==> src/hdl/mpf_pkg.sv <==
// Package for the mosaic pixelation filter: field widths, register codes,
// reset values and the stage record passed from control to output.
// No dependencies.
package mpf_pkg;

    localparam int MAX_WIDTH_DEF      = 2048;
    localparam int MAX_HALF_BLOCK_DEF = 7;
    localparam int MAX_HEIGHT         = 2048;
    localparam int ROW_W              = $clog2(MAX_HEIGHT);
    localparam int HEIGHT_W           = ROW_W + 1;

    localparam int PIX_W     = 24;
    localparam int BS_W      = 4;
    localparam int DIM_W     = 12;
    localparam int CFG_IDX_W = 2;

    localparam logic [BS_W-1:0]  BLOCK_SIZE_RST   = 4'd5;
    localparam logic [DIM_W-1:0] FRAME_WIDTH_RST  = 12'd640;
    localparam logic [DIM_W-1:0] FRAME_HEIGHT_RST = 12'd480;

    typedef enum logic [CFG_IDX_W-1:0] {
        CFG_BLOCK_SIZE,
        CFG_FRAME_WIDTH,
        CFG_FRAME_HEIGHT
    } cfg_index_t;

    // One result on its way from the memory read to the output register.
    typedef struct packed {
        logic             direct;      // take direct_data, not a memory word
        logic             sel_center;  // take the center word, not the delayed pixel
        logic [PIX_W-1:0] direct_data;
        logic             last;
    } stage_t;

endpackage

==> src/hdl/mpf_out.sv <==
// Output side of the mosaic filter: the memory read stage and the output
// register, with the pixel select and the ready chain toward the input.
// Depends on mpf_pkg.
module mpf_out
    import mpf_pkg::*;
(
    input  logic             clk,
    input  logic             rst_n,
    input  logic             load,
    input  stage_t           info,
    input  logic [PIX_W-1:0] delay_q,
    input  logic [PIX_W-1:0] center_q,
    output logic             s1_free,
    output logic             out_valid,
    input  logic             out_ready,
    output logic [PIX_W-1:0] out_pixel,
    output logic             out_last
);

    logic             s1_valid_reg, s1_valid_next;
    stage_t           s1_info_reg;
    logic             s2_valid_reg, s2_valid_next;
    logic [PIX_W-1:0] s2_data_reg;
    logic             s2_last_reg;
    logic             s2_free;
    logic             s1_move;
    logic [PIX_W-1:0] s1_pixel;

    assign s2_free = !s2_valid_reg || out_ready;
    assign s1_free = !s1_valid_reg || s2_free;
    assign s1_move = s1_valid_reg && s2_free;

    always_comb
    begin
        if (s1_info_reg.direct)
        begin
            s1_pixel = s1_info_reg.direct_data;
        end
        else if (s1_info_reg.sel_center)
        begin
            s1_pixel = center_q;
        end
        else
        begin
            s1_pixel = delay_q;
        end

        if (load)
        begin
            s1_valid_next = 1'b1;
        end
        else if (s1_move)
        begin
            s1_valid_next = 1'b0;
        end
        else
        begin
            s1_valid_next = s1_valid_reg;
        end

        if (s1_move)
        begin
            s2_valid_next = 1'b1;
        end
        else if (out_ready)
        begin
            s2_valid_next = 1'b0;
        end
        else
        begin
            s2_valid_next = s2_valid_reg;
        end
    end

    always_ff @(posedge clk or negedge rst_n)
    begin
        if (!rst_n)
        begin
            s1_valid_reg <= 1'b0;
            s2_valid_reg <= 1'b0;
        end
        else
        begin
            s1_valid_reg <= s1_valid_next;
            s2_valid_reg <= s2_valid_next;
        end
    end

    always_ff @(posedge clk)
    begin
        if (load)
        begin
            s1_info_reg <= info;
        end
        if (s1_move)
        begin
            s2_data_reg <= s1_pixel;
            s2_last_reg <= s1_info_reg.last;
        end
    end

    assign out_valid = s2_valid_reg;
    assign out_pixel = s2_data_reg;
    assign out_last  = s2_last_reg;

    // A new read may only start when the read stage is emptied at the same edge.
    a_load_free: assert property (@(posedge clk) disable iff (!rst_n)
        load |-> s1_free)
        else $error("memory read issued while the read stage is held");

endmodule

==> config.mk <==
export PLATFORM = sky130hd
export DESIGN_NAME = mpf_out
export DESIGN_NICKNAME = d
export VERILOG_FILES = /design/src/hdl/mpf_pkg.sv /design/src/hdl/mpf_out.sv
export SDC_FILE = /design/constraint.sdc
export NUM_CORES = 1
export LEC_CHECK = 0
export ABC_CLOCK_PERIOD_IN_PS = 3500
export BUFFER_PORTS_ARGS = -buffer_cell sky130_fd_sc_hd__buf_2
export CAP_MARGIN = 20
export CELL_PAD_IN_SITES_DETAIL_PLACEMENT = 0
export CELL_PAD_IN_SITES_GLOBAL_PLACEMENT = 1
export CORE_MARGIN = 5
export CORE_UTILIZATION = 38
export CTS_CLUSTER_SIZE = 20
export DETAILED_ROUTE_END_ITERATION = 12
export PLACE_DENSITY = 0.93
export SLEW_MARGIN = 20
export SYNTH_ARGS = -nofsm -noshare
export SYNTH_HDL_FRONTEND = slang
export SYNTH_SLANG_ARGS = --single-unit
==> constraint.sdc <==
create_clock -name clk -period 3.5 [get_ports clk]
set_clock_uncertainty 0.05 [all_clocks]
set_input_delay 0.175 -clock clk [delete_from_list [all_inputs] [get_ports clk]]
set_output_delay 0.175 -clock clk [all_outputs]
set_load 0.02 [all_outputs]
Word-level counts from Yosys, hierarchy flattened
Index checks and enable logic that the tools add are counted.
- register bits: 54
- output and inout port bits: 27
- muxes and demuxes: 6
- reduce and logical (&&, ||, !) cells: 7
- operators with widths (cell ; number):
    24-bit 2-to-1 mux ; 2
    1-bit 2-to-1 mux ; 4
    2-bit nonzero test ; 2
    1-bit logical NOT ; 2
    1-bit logical OR ; 2
    1-bit logical AND ; 1

Longest topological paths before layout
Gate-level depths: netlist of the first run.
- word-level depth: 5
- gate-level depth with buffers: 4

Worst setup path before layout of the first run
OpenSTA, ideal clock, no wires.
- kind: reg2reg
- start point: reg s2_valid_reg (netlist: out_valid)
- end point: reg s2_last_reg (netlist: out_last), enable pin
- data arrival time: 1.207 ns
- required time: 3.066 ns
- setup slack: 1.859 ns
- cell stages (with the launch flop): 3
- period minus slack after synthesis: 1.641 ns
- cell sequence: dfrtp_1 -> nand2b_1 -> and2_1
- longest elaborated chain between the ends: 3
- RTL lines (item ; line ; text):
    start: declaration ; mpf_out.sv:22 ; logic s2_valid_reg, s2_valid_next;
    start signal: assignment ; mpf_out.sv:85 ; s2_valid_reg <= s2_valid_next;
    1-bit logical NOT ; mpf_out.sv:29 ; assign s2_free = !s2_valid_reg || out_ready;
    1-bit logical OR ; mpf_out.sv:29 ;
    1-bit logical AND ; mpf_out.sv:31 ; assign s1_move = s1_valid_reg && s2_free;
    named net s1_move ; mpf_out.sv:26 ; logic s1_move;
    end signal: assignment ; mpf_out.sv:98 ; s2_last_reg <= s1_info_reg.last;
    end: declaration ; mpf_out.sv:24 ; logic s2_last_reg;
The timed path passes the listed nets, and every way through them passes these cells.
A chain may end at the register's enable or synchronous reset.

Worst setup path in the final report of the first run
- start point: reg s1_info_reg[26] (netlist bit)
- end point: reg s2_data_reg[13] (netlist: out_pixel[13]), data pin
- longest elaborated chain between the ends: 1
- RTL lines (item ; line ; text):
    start: declaration ; mpf_out.sv:21 ; stage_t s1_info_reg;
    start signal: assignment ; mpf_out.sv:93 ; s1_info_reg <= info;
    24-bit 2-to-1 mux ; mpf_out.sv:35 ; if (s1_info_reg.direct)
    named net s1_pixel[13] ; mpf_out.sv:27 ; logic [PIX_W-1:0] s1_pixel;
    end signal: assignment ; mpf_out.sv:97 ; s2_data_reg <= s1_pixel;
    end: declaration ; mpf_out.sv:23 ; logic [PIX_W-1:0] s2_data_reg;
The timed path passes the listed nets, and every way through them passes these cells.

==> metrics.txt, run 1 <==
first-pass GRT wire length 7.38 mm; EDFF count, synth 52; io pins 106; ys flop type edfxtp_1; startpoint types register; Detailed Routing Iterations Pass 1 4; period utilization 0.452; root buf cell clkbuf_8; Max-slew headroom 0.556; wire length per cell 13.3 um; Clock Sinks 54; Worst EP arrival 1.57 ns; Syn Area/Cell 15.5 sq um; Least-Margin Pin Slew 0.666 ns; crit path time final 1.58 ns; diode count 0; Synth area leaders edfxtp_1 72%, mux2i_1 11%, o21ai_1 4.6%; layout cell share with drive strength beyond 1 0.420; RSZ-0062 raised after global routing no; CP Class reg2reg; Initial Utilization 0.393; GRT Total Usage 0.131; synthesis warning total 0; # nets final 352; vias per cell 4.35; final instance area 3130 sq um; Async SR Flop Fraction 0.0370; Hold Path Class in2reg; crit-path max FO 26; largest net degree at the start of global routing 29; IO Port Bufs 105; largest area contributor in the netlist edfxtp_1; Critical Path End Type register; f_max 633 MHz; status finished clean; maximum vdd drop 272 uV; sequential element share of the synthesized area 0.741; final slew viol count 0; via count 1505; antenna violations before repair 0; Hold Fails Final Rpt 0; DIE AREA 7340 sq um; placed cell count 311; deepest clock path buffer count 2; cells after synthesis 140; post-CTS setup buffer count 0; Leakage 1.37 nW; CTS tree built; cts bufs inserted 5; Pwr per Cell Area 476 nW/um^2; post-synth net total 219; Max Cap Viol 0; Placed Instance Area 2730 sq um; Synth Register Bits 54; core area 5540 sq um; Finish-stage setup viols 0; die width 85.6 um; Setup TNS Final 0 ns; DR iter-0 viols 82; post-synth top area share 0.718; post-route ant nets 0; Critical Path RT 3.49 ns; Congestion Overflow GR 0; Final HPWL DP 3.17 mm; Cell variety after synth 15; most frequent cells in the layout 105 x buf_2, 52 x edfxtp_1, 27 x dlygate4sd3_1; synthesized area 2170 sq um; Skew-Pair Late Insertion Delay 0.29 ns; Die Y 85.6 um; GPL Wtd Cong 0.705; Largest register FFs 27; most common cell after layout, fill and taps aside buf_2; vias in the first global route 1616; Rows 27; DRC violations left 0; htree depth 2; Layout area overhead 44.1%; Reg clk slew, reported paths 0.09 ns; Total Wirelength 4.61 mm; fin cells 346
==> per-stage QoR <==
stage | utilization | hold slack, ns | setup WS, ns | total power [mW]
after floorplan | - | -0.171 | 1.86 | 0.931
after global placement | 0.493 | -0.0897 | 1.70 | 1.01
after detailed placement | 0.493 | -0.0855 | 1.69 | 1.02
after CTS | 0.563 | 0.00211 | 1.68 | 1.51
after global routing | 0.565 | 0.000522 | 1.75 | 1.56
final | 0.565 | 0.0190 | 1.92 | 1.49
==> final cells by class <==
type | instances | area [sq um]
Clock buffer | 5 | 68.8
Multi-Input combinational cell | 78 | 488
Clock inverter | 3 | 63.8
Sequential cell | 54 | 1610
Fill cell | 465 | 2410
Tap cell | 72 | 90.1
Timing Repair Buffer | 134 | 811
==> Yosys cell counts, types with 2 or more instances <==
cell type,number
buf_12,2
nand2b_1,2
clkbuf_1,2
edfxtp_1,52
o21ai_1,20
buf_2,2
nand2_1,25
o21ai_0,4
dfrtp_1,2
mux2i_1,24
==> per-layer routing <==
metal | GRT usage | share of wire | vias to the layer above
met3 | 0.0403 | 0.074 | 4
met5 | 0 | 0 | -
met4 | 0.0302 | 0.0061 | 0
met2 | 0.246 | 0.55 | 60
met1 | 0.143 | 0.37 | 661
li1 | - | - | 780
==> cell families (layout without fill, tap and decap cells) <==
group	count (synthesis)	after routing	synth area share
muxes	24	24	0.110
AOI/OAI and AO/OA	25	25	0.0587
buffers and inverters	8	142	0.0351
and+or+nand+nor	29	29	0.0547
DFF	54	54	0.741
==> critical path, cell delays in order, from the launching register on <==
cell	delay, ns
edfxtp_1	0.78
buf_4	0.37
o21ai_1	0.12
==> power by group <==
group          switching (mW)  internal (mW)  leakage (nW)  total (mW)
Combinational           0.119          0.104         0.781       0.223
Clock                   0.187          0.283        0.0658       0.470
Sequential             0.0187          0.779         0.528       0.798
Total                   0.325           1.17          1.37        1.49
==> timing repair <==
item                                   4_1_cts  5_1_grt
setup endpoints to repair                    0        0
resized for setup                            0        0
hold buffers                                26        1
endpoints found under the hold margin       27        1
==> worst paths after layout <==
kind	start	depth (start not counted)	endpoint	slack, ns
worst max-delay path	s1_info_reg[26]	2	out_pixel[13]	1.92
worst min-delay path	info[0]	1	s1_info_reg[0]	0.02
worst max register to register	s1_info_reg[26]	2	out_pixel[13]	1.92
worst min register to register	s1_info_reg[0]	0	out_last	0.39
max in group asynchronous	rst_n	2	out_valid	3.17
min in group asynchronous	rst_n	2	s1_valid_reg	0.14
Power figures use the tool's default switching activity.
==> inputs of run 2 (changes only) <==
Settings changed: ABC_CLOCK_PERIOD_IN_PS 3500 to 1350, CORE_UTILIZATION 38 to 32, PLACE_DENSITY 0.93 to 0.84.
Clock period 3.5 ns to 1.35 ns, I/O delays scaled along.
==> metrics.txt, run 2 (synthesis gave the netlist of run 1 again) <==
Critical Path RT 1.35 ns; CP max stage delay 0.44 ns; Placed Instance Area 2800 sq um; Largest register FFs 27; DR iter-0 viols 53; crit-path max FO 6; Total Wirelength 4.85 mm; vias per cell 4.33; RSZ-0062 raised after global routing no; diode count 0; Worst EP arrival 1.26 ns; Detailed Routing Iterations Pass 1 4; Congestion Overflow GR 0; Cell Chain, Critical Path buf_4 -> mux2i_1 -> o21ai_1; root buf cell clkbuf_8; Clock Sinks 54; reg2reg start s1_info_reg[25]; Skew-Pair Late Insertion Delay 0.30 ns; period utilization 0.933; most frequent cells in the layout 105 x buf_2, 52 x edfxtp_1, 28 x dlygate4sd3_1; Final HPWL DP 3.44 mm; Leakage 1.39 nW; critical hold path startpoint out_ready; layout cell share with drive strength beyond 1 0.421; core area 6720 sq um; fin cells 358; GPL Wtd Cong 0.687; cts bufs inserted 5; most common cell after layout, fill and taps aside buf_2; Max Cap Viol 0; Hold Path Sink out_valid; deepest clock path buffer count 2; final instance area 3160 sq um; post-route ant nets 0; Die Y 92.4 um; final slew viol count 0; crit path time final 1.26 ns; maximum vdd drop 585 uV; R2R Path End out_pixel[16]; Critical Path End Type register; die width 92.4 um; GRT Total Usage 0.117; flop2flop setup slack 0.09 ns; Setup TNS Final 0 ns; # nets final 356; Hold Crit Depth 3; WHS 0.0231 ns; FF-to-FF path depth 3; status finished clean; Hold Path Class in2reg; vias in the first global route 1586; CTS tree built; startpoint types register; Pwr per Cell Area 1110 nW/um^2; wire length per cell 13.6 um; DRC violations left 0; first-pass GRT wire length 7.62 mm; Finish-stage setup viols 0; Least-Margin Pin Slew 0.350 ns; io pins 106; Hold Fails Final Rpt 0; Layout area overhead 45.5%; fin util 0.471; DIE AREA 8540 sq um; total power 3.52 mW; CP Class reg2reg; f_max 794 MHz; Rows 30; CP max-delay cell edfxtp_1; post-place setup slack 0.0889 ns; htree depth 2; placed cell count 322; Reg clk slew, reported paths 0.09 ns; via count 1549; antenna violations before repair 0; IO Port Bufs 105; Initial Utilization 0.324; setup ws final 0.0899 ns; largest net degree at the start of global routing 49; Max-slew headroom 0.767
[run 2: cell types whose count changed in the layout (fill, tap and decap cells not counted), sizes merged]
| cell | change |
|---|---|
| dlygate4sd3 | +1 |
| buf | +3 |
| clkbuf | +1 |
| clkinv | +1 |
| bufinv | -2 |
[run 2: how the worst max path moves through the flow]
stage,slack [ns],end,from,cells past startpoint
2_1_floorplan,0.12,out_last,out_valid,2
5_1_grt,0.02,out_pixel[11],s1_info_reg[25],3
4_1_cts,0.08,out_pixel[11],s1_info_reg[25],3
3_5_place_dp,0.09,out_pixel[11],s1_info_reg[25],3
3_3_place_gp,0.11,out_pixel[11],s1_info_reg[25],3
6_report,0.09,out_pixel[16],s1_info_reg[25],3
[run 2: report_power, final]
part	total [mW]	leakage, nW	internal, mW	switching, mW
combinational	0.623	0.815	0.295	0.328
clock	0.839	0.0426	0.358	0.481
sequential	2.06	0.528	2.02	0.0416
[run 2: timing repair]
| item | 4_1_cts | 5_1_grt |
|---|---|---|
| setup buffers | 0 | 0 |
| hold endpoints to repair | 29 | 0 |
| resized for setup | 0 | 0 |
| hold buffers | 28 | 0 |
[run 2: final cells by class]
cell class	instances	area, sq um
Clock inverter	2	8.76
Multi-Input combinational cell	78	489
Tap cell	80	100
Timing Repair Buffer	138	881
Fill cell	592	3560
Sequential cell	54	1610
Clock buffer	6	72.6
[run 2: worst max-delay path: cells and delay by family, from the launching register on]
kind	cells	cell delay, ns
compound gates	1	0.08
buf+inv	1	0.21
flops	1	0.44
mux	1	0.22
[run 2: metal layers]
layer | vias up | wire (um) | track usage
li1 | 788 | - | -
met1 | 697 | 1820 | 0.124
met2 | 59 | 2600 | 0.215
met3 | 5 | 399 | 0.0439
met4 | 0 | 39 | 0.0334
met5 | - | 0 | 0
==> inputs of run 3 (changes only) <==
Settings changed: PLACE_DENSITY 0.84 to unset, PLACE_DENSITY_LB_ADDON set to 0.1.
==> metrics.txt, run 3 (synthesis gave the netlist of run 1 again) <==
status finished clean; die width 92.4 um; Leakage 1.38 nW; final slew viol count 0; first-pass GRT wire length 7.32 mm; Clk network pwr share 0.240; final instance area 3160 sq um; total power 3.52 mW; GPL Wtd Cong 0.668; Least-Margin Pin Slew 0.349 ns; CP max-delay cell dfrtp_1; wire length per cell 13.1 um; Cell Chain, Critical Path nand2b_1 -> and2_4; FF-to-FF path depth 2; vias in the first global route 1533; DRC violations left 0; post-place setup slack 0.0902 ns; Detailed Routing Iterations Pass 1 4; maximum vdd drop 519 uV; diode count 0; Critical Path End Type register; setup ws final 0.0675 ns; deepest clock path buffer count 2; startpoint types register; core area 6720 sq um; antenna violations before repair 0; WHS 0.0272 ns; Skew-Pair Late Insertion Delay 0.30 ns; DIE AREA 8540 sq um; DR iter-0 viols 22; sequential power share 0.585; Hold Path Class in2async; GRT Total Usage 0.111; IO Port Bufs 105; Largest register FFs 27; Final HPWL DP 3.41 mm; post-CTS setup buffer count 0; Int Pwr 2.66 mW; Net Sw Power 0.857 mW; f_max 780 MHz; Max-slew headroom 0.767; io pins 106; Hold Fails Final Rpt 0; Max Cap Viol 0; CTS tree built; RSZ-0062 raised after global routing yes; Crit path max-delay family simple AND/OR/NAND/NOR gates; Worst EP arrival 1.21 ns; Congestion Overflow GR 0; Clock Sinks 54; period utilization 0.950; Switching Fraction 0.244; CP Buf/Inv Count 0; Setup TNS Final 0 ns; Critical Path RT 1.28 ns; root buf cell clkbuf_8; Initial Utilization 0.324; most frequent cells in the layout 105 x buf_2, 52 x edfxtp_1, 28 x dlygate4sd3_1; CP max stage delay 0.41 ns; Die Y 92.4 um; crit-path max FO 25; Reg clk slew, reported paths 0.09 ns; post-route ant nets 0; htree depth 2; Total Wirelength 4.72 mm; cts bufs inserted 5; Pwr per Cell Area 1110 nW/um^2; crit path time final 1.28 ns; via count 1482; largest net degree at the start of global routing 35; layout cell share with drive strength beyond 1 0.419; # nets final 357; Finish-stage setup viols 0; Placed Instance Area 2800 sq um; Layout area overhead 45.2%; Rows 30; vias per cell 4.13; Comb pwr share 0.176; CP Class reg2reg; most common cell after layout, fill and taps aside buf_2; WP depth 2
==> run 3: final cells by class <==
type                       count  area [sq um]
clock buffer                   5          68.8
timing repair buffer         139           876
tap                           80           100
sequential                    54          1610
fill                         630          3560
clock inverter                 3          11.3
multi-input combinational     78           489
==> run 3: power by group through the flow <==
stage | registers [mW] | clock network (mW) | logic (mW)
4_1_cts | 2.06 | 0.872 | 0.631
3_3_place_gp | 2.10 | 0 | 0.560
3_5_place_dp | 2.10 | 0 | 0.566
2_1_floorplan | 2.20 | 0 | 0.219
5_1_grt | 2.07 | 0.927 | 0.679
6_report | 2.06 | 0.842 | 0.618
==> run 3: final timing paths <==
kind                           startpoint      endpoint  slack (ns)
setup reg to reg                out_valid  out_pixel[2]        0.07
hold / removal                      rst_n  s1_valid_reg        0.03
setup / recovery                out_valid  out_pixel[2]        0.07
max in group asynchronous           rst_n     out_valid        1.13
min in group clk               delay_q[6]  out_pixel[6]        0.05
hold reg to reg            s1_info_reg[0]      out_last        0.37
==> run 3: stage by stage <==
| step | std cells | utilization |
|---|---|---|
| after floorplan | 140 | - |
| after global placement | 323 | 0.416 |
| after detailed placement | 323 | 0.416 |
| after CTS | 359 | 0.470 |
| after global routing | 359 | 0.470 |
| final | 359 | 0.470 |
==> run 3: timing repair <==
action                                  4_1_cts  5_1_grt
hold buffers                                 28        0
endpoints found under the setup margin        0        9
endpoints found under the hold margin        29        0
resized for setup                             0        0
==> run 3: metal layers <==
| metal | vias up | part of all wire | routed length (um) | track usage |
|---|---|---|---|---|
| li1 | 792 | - | - | - |
| met1 | 628 | 0.40 | 1870 | 0.124 |
| met2 | 56 | 0.51 | 2420 | 0.199 |
| met3 | 6 | 0.076 | 358 | 0.0341 |
| met4 | 0 | 0.013 | 61 | 0.0371 |
| met5 | - | 0 | 0 | 0 |
