### src/hdl/mpf_ram.sv
// Simple dual-port synchronous RAM: one write and one read port, registered
// read data, held while the read enable is low.
// No dependencies.
module mpf_ram #(
    parameter int DATA_W = 24,
    parameter int DEPTH  = 16
) (
    input  logic                                   clk,
    input  logic                                   we,
    input  logic [((DEPTH > 1) ? $clog2(DEPTH) : 1)-1:0] waddr,
    input  logic [DATA_W-1:0]                      wdata,
    input  logic                                   re,
    input  logic [((DEPTH > 1) ? $clog2(DEPTH) : 1)-1:0] raddr,
    output logic [DATA_W-1:0]                      rdata
);

    logic [DATA_W-1:0] mem [DEPTH];
    logic [DATA_W-1:0] rdata_reg;

    always_ff @(posedge clk)
    begin
        if (we)
        begin
            mem[waddr] <= wdata;
        end
    end

    always_ff @(posedge clk)
    begin
        if (re)
        begin
            rdata_reg <= mem[raddr];
        end
    end

    assign rdata = rdata_reg;

endmodule

### config.mk
export PLATFORM = sky130hd
export DESIGN_NAME = mpf_ram
export DESIGN_NICKNAME = d
export VERILOG_FILES = /design/src/hdl/mpf_ram.sv
export SDC_FILE = /design/constraint.sdc
export NUM_CORES = 1
export LEC_CHECK = 0
export ABC_AREA = 1
export CORE_AREA = 2 2 173 175
export CTS_CLUSTER_DIAMETER = 50
export CTS_CLUSTER_SIZE = 14
export DETAILED_ROUTE_END_ITERATION = 6
export DIE_AREA = 0 0 175 177
export DONT_BUFFER_PORTS = 1
export PLACE_DENSITY_LB_ADDON = 0.1
export SETUP_SLACK_MARGIN = 0.4
export SYNTH_ARGS = -nofsm -noshare
export SYNTH_HDL_FRONTEND = slang
export SYNTH_SLANG_ARGS = --single-unit
### constraint.sdc
create_clock -name clk -period 4.6 [get_ports clk]
set_clock_uncertainty 0.05 [all_clocks]
set_input_delay 0.23 -clock clk [delete_from_list [all_inputs] [get_ports clk]]
set_output_delay 0.23 -clock clk [all_outputs]
set_load 0.03 [all_outputs]
* Word level (Yosys, flattened, before mapping)
Memories as Yosys holds them, arrays and structs flattened. A register that Yosys moved wholly into a read port is not among the register bits. Index checks and enable logic that the tools add are counted.
Storage, ports and cells: bits in registers 0, memory bits (writable) 384, bits of input ports 35, output and inout bits 24, logic and storage cells 3, memories kept 1
Cells by class: mux-type cells 2
Memories:
- mem | words 16, bits a word 24, read ports 1, clocked after Yosys merged registers in 1, write ports 1, RTL line 17 | logic [DATA_W-1:0] mem [DEPTH];
Operator list (count):
- $mux 1 | 2

* Depth between registers and ports, before layout
Gate-level depths: netlist (run 1).
depth after elaboration 2, gate-level depth with buffers 9, mapped depth without buffers 7

* Worst setup path before layout (run 1)
Ideal clock, no wire load.
kind input to register, start input port waddr[2] in the netlist's numbering, end memory mem[10][0] (enable), setup time 405 ps, data arrival time 1471 ps, data required time 4145 ps, path slack 2674 ps, cell stages on the path 2, buffers on the path 0, cell sequence nand3b_1 -> nor2_1
RTL lines:
- start: declaration | RTL line 10 | input logic [((DEPTH > 1) ? $clog2(DEPTH) : 1)-1:0] waddr,
- end: declaration | RTL line 17
No word-level cell before the write port.

==> run_results.csv, run 1 <==
group,metric,value,unit
clocking,clkTransAtPathRegs,0.06,ns
worst_hold_path,min-delay-start,"raddr[2]",
grt,grt_pass1_vias,10300,
route,drt-total-wl,41200,um
yosys,yosys_warnings,0,
yosys,netlist_instances,1597,
critical_path,path_common_cell,"nand3_1",
yosys,yosys.area.top_type,"edfxtp_1",
clocking,clock_path_buffers,3,
power,total_power,7.65,mW
timing,post-route-worst-setup-slack,1.63,ns
critical_path,r2r_cells,8,
finish,num_antenna_cells,0,
worst_hold_path,hold_end,"rdata[14]$_DFFE_PP_",
yosys,syn_nets,1632,
clocking,worstSkewPairLatency,0.53,ns
critical_path,critPathMaxStageDelay,0.88,ns
placement,hpwl,19000,um
route,dr.pass1.iters,5,
critical_path,cp_slowest_cell,"inv_6",
floorplan,die_y,177,um
grt,overflow,0,
route,routedWlPerCell,20.5,um
critical_path,r2r_slack,2.42,ns
clocking,cts_buffers,40,
timing,period_share,64.6,%
grt,antenna_found_initial,0,
route,avgViaCountPerCell,5.38,
critical_path,rr_endpoint,"rdata[19]$_DFFE_PP_",
yosys,synth_ff_type,"edfxtp_1",
timing,tns,0,ns
timing,min_period,2.97,ns
worst_hold_path,min_path_cells,3,
power,irDropWorstVdd,0.310,mV
clocking,cts_root_buffer,"clkbuf_16",
finish,nets,1635,
grt,grtUsageTotal,27.3,%
yosys,synth.distinct_cells,11,
critical_path,worstPathArrival,3.21,ns
floorplan,initial_utilization,58.8,%
clocking,cts_tree,"built",
yosys,synth-edff-count,408,
worst_hold_path,hp-class,"in -> reg",
timing,setup_violations,0,
critical_path,startpoint_type,"input pin",
route,drc,0,
clocking,clock-sinks,408,
floorplan,std_cell_rows,63,
yosys,async_flop_share,0,%
yosys,synth_area_leaders,"edfxtp_1 71%, nand2_1 11%, nand3_1 8.4%",
route,detail-route-antenna-nets,0,
timing,slew_viol_final,0,
placement,portBuffers,0,
finish,syn2layout_area_growth,10.5,%
timing,worst_slew_pin_slew,1.23,ns
timing,hold_viol_final,0,
route,vias,10800,
timing,max-slew-margin-rel,17.7,%
floorplan,ios,59,
outcome,status,"complete, no violations",
timing,max_freq,336,MHz
yosys,syn_area,17200,um2
critical_path,crit_path_max_fanout,193,
clocking,post_cts_buffers,0,
route,dr.first_iter.drc_count,970,
finish,fin_util,64.9,%
critical_path,required,4.84,ns
timing,hold_slack,0.00331,ns
floorplan,die_width,175,um
grt,grt_start_max_net_pins,194,
timing,rsz0062_at_grt,"no",
clocking,htree_levels,2,
critical_path,worstPathCellList,"inv_6, buf_4, nand2_1, nand3_1, nand3_1, nand3_1, dlygate4sd3_1, nand2_1, dlygate4sd3_1",
critical_path,crit_type,"in -> reg",
floorplan,coreArea,29200,um2
power,powerDensity,403,nW/um2
floorplan,die_area,31000,um2
placement,gp_congestion,0.749,
grt,grt_pass1_wl,61900,um
yosys,synth.avg_cell_area,10.8,um2
critical_path,cp-end-kind,"flop",
finish,drive_above_1_share,5.30,%
flow_run,cap_violations,0,
placement,place_ws,2.29,ns
yosys,synth_seq_area_share,71.3,%
power,cellLeakagePower,7.90,nW
critical_path,r2r_start,"mem[13][19]$_DFFE_PP_",
yosys,ys_ff_latch,408,
finish,largest_reg_flops,384,
yosys,yosysTopAreaCellShare,71.3,%
yosys,synth_common_cells,"509 x nand2_1, 408 x edfxtp_1, 292 x inv_1",
yosys,synth_most_common_cell,"nand2_1",
-- power by group --
part | switching, mW | leakage [nW] | internal, mW
Sequential | 0.0696 | 3.71 | 4.19
Clock | 1.36 | 0.564 | 1.63
Combinational | 0.280 | 3.63 | 0.123
Total | 1.71 | 7.90 | 5.95
-- per-layer routing --
| metal | routed length (um) | track usage, % | part of all wire (%) |
|---|---|---|---|
| met1 | 16900 | 36.4 | 41 |
| met2 | 20200 | 45.6 | 49 |
| met3 | 3010 | 4.98 | 7.3 |
| met4 | 1150 | 9.20 | 2.8 |
| met5 | 0 | 0 | 0 |
-- cell type report --
class | instances | area, um2
flip-flops and latches | 408 | 12300
fillers | 2200 | 10300
multi-input cells | 817 | 3560
inverters | 294 | 1110
clock buffers | 44 | 1040
well taps | 390 | 488
repair buffers | 39 | 413
clock inverters | 20 | 135
-- metrics by stage --
stage	instance area [um2]	cells
floorplan	17200	1597
global placement	17500	1915
detailed placement	17500	1915
CTS	19000	2012
global route	19000	2012
finish	19000	2012
-- what timing repair did --
item	in CTS	in global routing
hold buffers	33	0
endpoints found under the hold margin	432	0
gates resized for setup	0	0
-- placed cells by master (no fill, tap or decap) --
| cell | instances |
|---|---|
| buf_12 | 2 |
| buf_16 | 1 |
| buf_4 | 6 |
| clkbuf_1 | 3 |
| clkbuf_16 | 41 |
| clkinv_1 | 3 |
| clkinv_2 | 6 |
| clkinv_4 | 3 |
| clkinvlp_4 | 5 |
| dlygate4sd3_1 | 30 |
| edfxtp_1 | 408 |
| inv_1 | 291 |
| inv_2 | 1 |
| inv_6 | 5 |
| nand2_1 | 509 |
| nand3_1 | 289 |
| nand3b_1 | 2 |
| nor2_1 | 1 |
| nor2_4 | 16 |
-- logic make-up after synthesis --
group	after synthesis	synth area share, %
AND/OR/NAND/NOR	817	20.0
flip-flops	408	71.3
buffers and inverters	372	8.75
-- worst max-delay path by stage --
stage,slack (ns),cells after the start,endpoint,start
2_1_floorplan,2.67,2,mem[10][0]$_DFFE_PP_,waddr[2]
4_1_cts,1.84,9,rdata[19]$_DFFE_PP_,raddr[0]
3_3_place_gp,2.35,7,rdata[18]$_DFFE_PP_,raddr[0]
3_5_place_dp,2.29,7,rdata[1]$_DFFE_PP_,raddr[0]
6_report,1.63,9,rdata[19]$_DFFE_PP_,raddr[0]
5_1_grt,1.68,9,rdata[19]$_DFFE_PP_,raddr[0]
-- critical path, delay by kind of cell --
kind / cells / cell delay (ns)
buffers and inverters: 4 / 2.43
AND/OR/NAND/NOR: 5 / 0.40
(Power assumes the default switching activity.)
==> inputs of run 2 (changes only) <==
Settings changed: ABC_AREA 1 to 0, CORE_AREA 2 2 173 175 to 2 2 163 165, DIE_AREA 0 0 175 177 to 0 0 165 167.
Clock period 4.6 ns to 3 ns, I/O delays scaled along.
==> run 2 against run 1 <==
Synthesized area is 12% lower. Global-route usage is 4.1 points lower. Combinational power is 16% higher. Highest routed layer is now met5.
==> run_results.csv, run 2 <==
group,metric,value,unit
outcome,status,"complete, no violations",
floorplan,coreArea,25800,um2
yosys,yosys_warnings,0,
timing,max_freq,580,MHz
clocking,cts_buffers,36,
finish,num-fill-cells,1625,
yosys,yosys.area_share.simple,1.47,%
grt,grtUsageTotal,23.1,%
yosys,async_flop_share,0,%
critical_path,crit_path_max_fanout,45,
clocking,clkTransAtPathRegs,0.06,ns
yosys,synth_top_family_by_area,"multiplexers",
yosys,syn_nets,671,
route,vias,6736,
worst_hold_path,hp-class,"in -> reg",
critical_path,crit_type,"in -> reg",
finish,multiInputGateArea,2810,um2
finish,stdcell_count,1038,
finish,nets,731,
power,power_frac_comb,4.2,%
critical_path,worstPathArrival,1.94,ns
critical_path,worstPathCellList,"dlygate4sd3_1, mux4_2, a22oi_1, nand2_1",
power,seqPwrFrac,58.5,%
yosys,yosys.area_share.adder,0,%
yosys,netlist_instances,636,
yosys,yosys.area.top_type,"edfxtp_1",
floorplan,initial_utilization,58.9,%
floorplan,die_width,165,um
route,routedWlPerCell,29.1,um
grt,antenna_found_initial,1,
power,cellLeakagePower,5.33,nW
critical_path,cp_slowest_cell,"dlygate4sd3_1",
timing,slew_viol_final,0,
yosys,synthMuxAreaShare,14.3,%
yosys,yosys.area_share.xor_xnor,0,%
placement,gp_congestion,0.695,
power,switching_share,19.8,%
power,irDropWorstVdd,0.386,mV
power,p_clk_share,37.3,%
yosys,synth_ff_type,"edfxtp_1",
placement,portBuffers,0,
timing,hold_viol_final,0,
grt,overflow,0,
placement,hpwl,14800,um
critical_path,critPathTopFamily,"buffers and inverters",
critical_path,startpoint_type,"input pin",
floorplan,die_y,167,um
clocking,clock_path_buffers,3,
finish,regArea,12300,um2
critical_path,crit_buf_inv,1,
critical_path,crit_start,"raddr[1]",
floorplan,ios,59,
finish,drive_above_1_share,26.2,%
power,p_int,8.94,mW
route,avgViaCountPerCell,6.49,
finish,num_antenna_cells,0,
grt,grt_pass1_vias,7198,
clocking,htree_levels,2,
route,drc,0,
timing,setup_violations,0,
timing,max-slew-margin-rel,46.9,%
finish,syn2layout_area_growth,12.1,%
yosys,yosysTopAreaCellShare,80.8,%
route,drt-total-wl,30200,um
finish,largest_reg_flops,384,
placement,placedCellCount,960,
clocking,worstSkewPairLatency,0.52,ns
critical_path,r2r_start,"mem[3][3]$_DFFE_PP_",
power,powerDensity,655,nW/um2
critical_path,required,3.22,ns
yosys,synth_most_common_cell,"edfxtp_1",
critical_path,cp-end-kind,"flop",
yosys,synth.distinct_cells,15,
worst_hold_path,min-delay-start,"raddr[1]",
grt,grt_start_max_net_pins,97,
yosys,synth_area_leaders,"edfxtp_1 81%, mux4_2 14%, a22oi_1 2.4%",
clocking,clock-sinks,408,
timing,tns,0,ns
yosys,synth_common_cells,"408 x edfxtp_1, 96 x mux4_2, 48 x a22oi_1",
timing,rsz0062_at_grt,"no",
yosys,ys_ff_latch,408,
critical_path,critPathMaxStageDelay,1.06,ns
floorplan,die_area,27600,um2
timing,worst_slew_pin_slew,0.794,ns
flow_run,cap_violations,0,
yosys,synth_compound_area_share,2.38,%
timing,period_share,57.5,%
yosys,syn_area,15200,um2
timing,min_period,1.72,ns
grt,grt_pass1_wl,45400,um
clocking,cts_root_buffer,"clkbuf_16",
yosys,synth.avg_cell_area,23.9,um2
finish,final_common_cell,"edfxtp_1",
finish,layout_common_cells,"408 x edfxtp_1, 96 x mux4_2, 48 x a22oi_1",
yosys,synth_seq_area_share,80.8,%
floorplan,std_cell_rows,59,
route,detail-route-antenna-nets,0,
power,p_switching,2.20,mW
route,dr.pass1.iters,6,
route,dr.first_iter.drc_count,708,
power,total_power,11.1,mW
yosys,synth-edff-count,408,
clocking,cts_tree,"built",
## run 2: cell types whose count changed after synthesis, moves of 34 or more
cell	delta
a22oi_1	+48
buf_2	-34
inv_1	-292
mux4_2	+96
nand2_1	-484
nand3_1	-288
## run 2: kinds of logic after synthesis
group,Yosys count
AOI/OAI and AO/OA,48
and+or+nand+nor,51
DFF,408
buffers and inverters,33
muxes,96
## run 2: power by group through the flow
| stage | sequential (mW) | combinational, mW | clock [mW] |
|---|---|---|---|
| floorplan | 6.63 | 0.309 | 0 |
| global placement | 6.63 | 0.327 | 0 |
| detailed placement | 6.64 | 0.332 | 0 |
| CTS | 6.52 | 0.475 | 4.23 |
| global route | 6.52 | 0.503 | 4.43 |
| finish | 6.52 | 0.468 | 4.16 |
## run 2: tightest hold or removal path, cell delays in order
cell and delay [ns]:
mux4_2 0.16, a22oi_1 0.07, nand2_1 0.08
## run 2: final cells by class
cell class,count,area share [%]
flip-flops and latches,408,72.0
multi-input cells,195,16.5
clock inverters,7,0.441
repair buffers,55,3.08
clock buffers,38,5.47
well taps,335,2.46
## run 2: final timing paths
kind | depth (start not counted) | slack (ns) | end
setup reg to reg | 3 | 1.43 | rdata[3]$_DFFE_PP_
hold reg to reg | 3 | 0.69 | rdata[4]$_DFFE_PP_
setup / recovery | 4 | 1.28 | rdata[14]$_DFFE_PP_
hold / removal | 3 | 0.02 | rdata[9]$_DFFE_PP_
## run 2: timing repair
item / in CTS / in global routing
resized for setup: 0 / 0
setup buffers: 0 / 0
hold buffers: 33 / 0
hold endpoints to repair: 428 / 0
## run 2: through the flow
step / cell area [um2] / utilization, % / setup WS, ns / hold slack, ns
after global routing: 17000 / 66.0 / 1.25 / 0.0147
after detailed placement: 15600 / 60.7 / 1.25 / 0.199
final: 17000 / 66.0 / 1.28 / 0.0223
after CTS: 17000 / 66.0 / 1.31 / 0.00116
after floorplan: 15200 / - / 0.483 / 0.199
after global placement: 15600 / 60.7 / 1.29 / 0.200
## run 2: layer usage
layer	track usage [%]	routed length [um]	vias to the layer above
met5	0	13	-
met4	5.03	483	2
met3	3.81	1500	42
met2	38.2	15500	203
met1	33.3	12700	3660
li1	-	-	2829
==> inputs of run 3 (changes only) <==
Settings changed: ABC_AREA 0 to 1, CORE_AREA 2 2 163 165 to 2 2 177 179, DIE_AREA 0 0 165 167 to 0 0 179 181.
Clock period 3 ns to 1.5 ns, I/O delays scaled along.
==> run 3 against run 2 <==
Total power increased by 110%. Non-clock buffer count increased by 14. Design area increased by 18%. Clock power increased by 130%. Count of clock-buffer cells in the layout increased by 5. Sequential power increased by 99%. Critical path depth decreased by 4. Worst hold slack got worse by 0.24 ns. Final cell count increased by 97%. The run now ends with hold timing left. First-iteration DRC count increased by 19%. Critical endpoint is now rdata[7].
==> run_results.csv, run 3 (synthesis gave the netlist of run 1 again) <==
group,metric,value,unit
timing,slew_viol_final,0,
finish,largest_reg_flops,384,
outcome,failed_checks,"hold timing",
placement,hpwl,22000,um
timing,max_freq,757,MHz
finish,layout_common_cells,"492 x nand2_1, 408 x edfxtp_1, 286 x inv_1",
grt,grt_pass1_wl,62600,um
clocking,htree_levels,2,
timing,tns,0,ns
finish,nets,1663,
route,drt-total-wl,41000,um
grt,antenna_found_initial,2,
finish,postLayoutCellArea,20000,um2
clocking,ctsHoldBuffers,27,
route,dr.first_iter.drc_count,845,
floorplan,std_cell_rows,64,
power,irDropWorstVdd,1.01,mV
timing,worst_slew_pin_slew,0.655,ns
floorplan,die_width,179,um
grt,grtUsageTotal,25.8,%
clocking,clock-sinks,408,
finish,final_common_cell,"nand2_1",
floorplan,initial_utilization,56.6,%
critical_path,required,1.37,ns
floorplan,die_area,32400,um2
route,detail-route-antenna-nets,0,
worst_hold_path,hp-class,"in -> reg",
floorplan,coreArea,30300,um2
clocking,cts_root_buffer,"clkbuf_16",
clocking,worstSkewPairLatency,0.52,ns
timing,min_period,1.32,ns
route,vias,11100,
timing,hold_slack,-0.217,ns
grt,grt_start_max_net_pins,194,
finish,syn2layout_area_growth,16.4,%
clocking,clkTransAtPathRegs,0.06,ns
outcome,status,"complete, but fails checks",
power,cellLeakagePower,8.33,nW
critical_path,worstPathArrival,1.20,ns
timing,max-slew-margin-rel,56.2,%
floorplan,ios,59,
route,drc,0,
timing,period_share,88.1,%
route,routedWlPerCell,20.1,um
route,dr.pass1.iters,5,
power,powerDensity,1190,nW/um2
timing,setup_violations,0,
timing,rsz0062_at_grt,"yes",
clocking,cts_buffers,38,
floorplan,die_y,181,um
grt,grt_pass1_vias,10600,
critical_path,cp-end-kind,"output pin",
finish,drive_above_1_share,13.4,%
placement,gp_congestion,0.770,
clocking,clock_path_buffers,3,
grt,overflow,0,
flow_run,cap_violations,0,
finish,num-fill-cells,2285,
route,avgViaCountPerCell,5.42,
critical_path,crit_path_max_fanout,1,
critical_path,startpoint_type,"flop",
placement,portBuffers,0,
placement,dpl_cell_area,18100,um2
critical_path,crit_type,"reg -> out",
timing,hold_viol_final,24,
clocking,cts_tree,"built",
run 3: final timing paths:
| path | startpoint | endpoint | slack (ns) | cells after the start |
|---|---|---|---|---|
| setup / recovery | rdata[7]$_DFFE_PP_ | rdata[7] | 0.18 | 0 |
| hold / removal | raddr[2] | rdata[7]$_DFFE_PP_ | -0.22 | 3 |
| setup reg to reg | mem[12][8]$_DFFE_PP_ | rdata[8]$_DFFE_PP_ | 0.32 | 6 |
| hold reg to reg | mem[12][0]$_DFFE_PP_ | rdata[0]$_DFFE_PP_ | 0.69 | 6 |
run 3: routing by layer:
layer | wire (um) | track usage, %
met5 | 13 | 0
met4 | 1120 | 7.22
met1 | 17500 | 36.4
met2 | 20000 | 42.0
met3 | 2410 | 4.08
run 3: repair_timing:
action                                  4_1_cts  5_1_grt
cloned                                        0        0
endpoints found under the setup margin       36       48
endpoints found under the hold margin       432       24
pin swaps                                    17       64
setup buffers                                 0        0
resized for setup                            36       65
run 3: cell type report:
| class | instances | area, um2 | area share, % |
|---|---|---|---|
| sequential | 408 | 12300 | 61.2 |
| multi-input combinational | 817 | 4070 | 20.3 |
| inverter | 294 | 1120 | 5.58 |
| clock buffer | 43 | 1030 | 5.16 |
| timing repair buffer | 69 | 893 | 4.46 |
| tap | 396 | 495 | 2.48 |
| clock inverter | 13 | 153 | 0.763 |
| antenna | 1 | 2.50 | 0.0125 |
run 3: metrics by stage:
| step | setup slack (ns) | util [%] | hold WS, ns | cells | power, mW |
|---|---|---|---|---|---|
| detailed placement | 0.0943 | 59.6 | 0.124 | 1957 | 14.4 |
| global placement | 0.116 | 59.6 | 0.125 | 1957 | 14.3 |
| global route | 0.159 | 65.9 | -0.222 | 2040 | 24.6 |
| finish | 0.179 | 66.0 | -0.217 | 2041 | 23.9 |
| floorplan | 0.157 | - | 0.124 | 1597 | 14.1 |
| CTS | 0.175 | 65.0 | -0.206 | 2040 | 23.9 |
run 3: where the power goes:
part           switching, mW  internal [mW]  total [mW]
Combinational          0.922          0.479        1.40
Clock                   4.00           5.42        9.42
Sequential             0.203           12.8        13.0
Total                   5.12           18.7        23.9
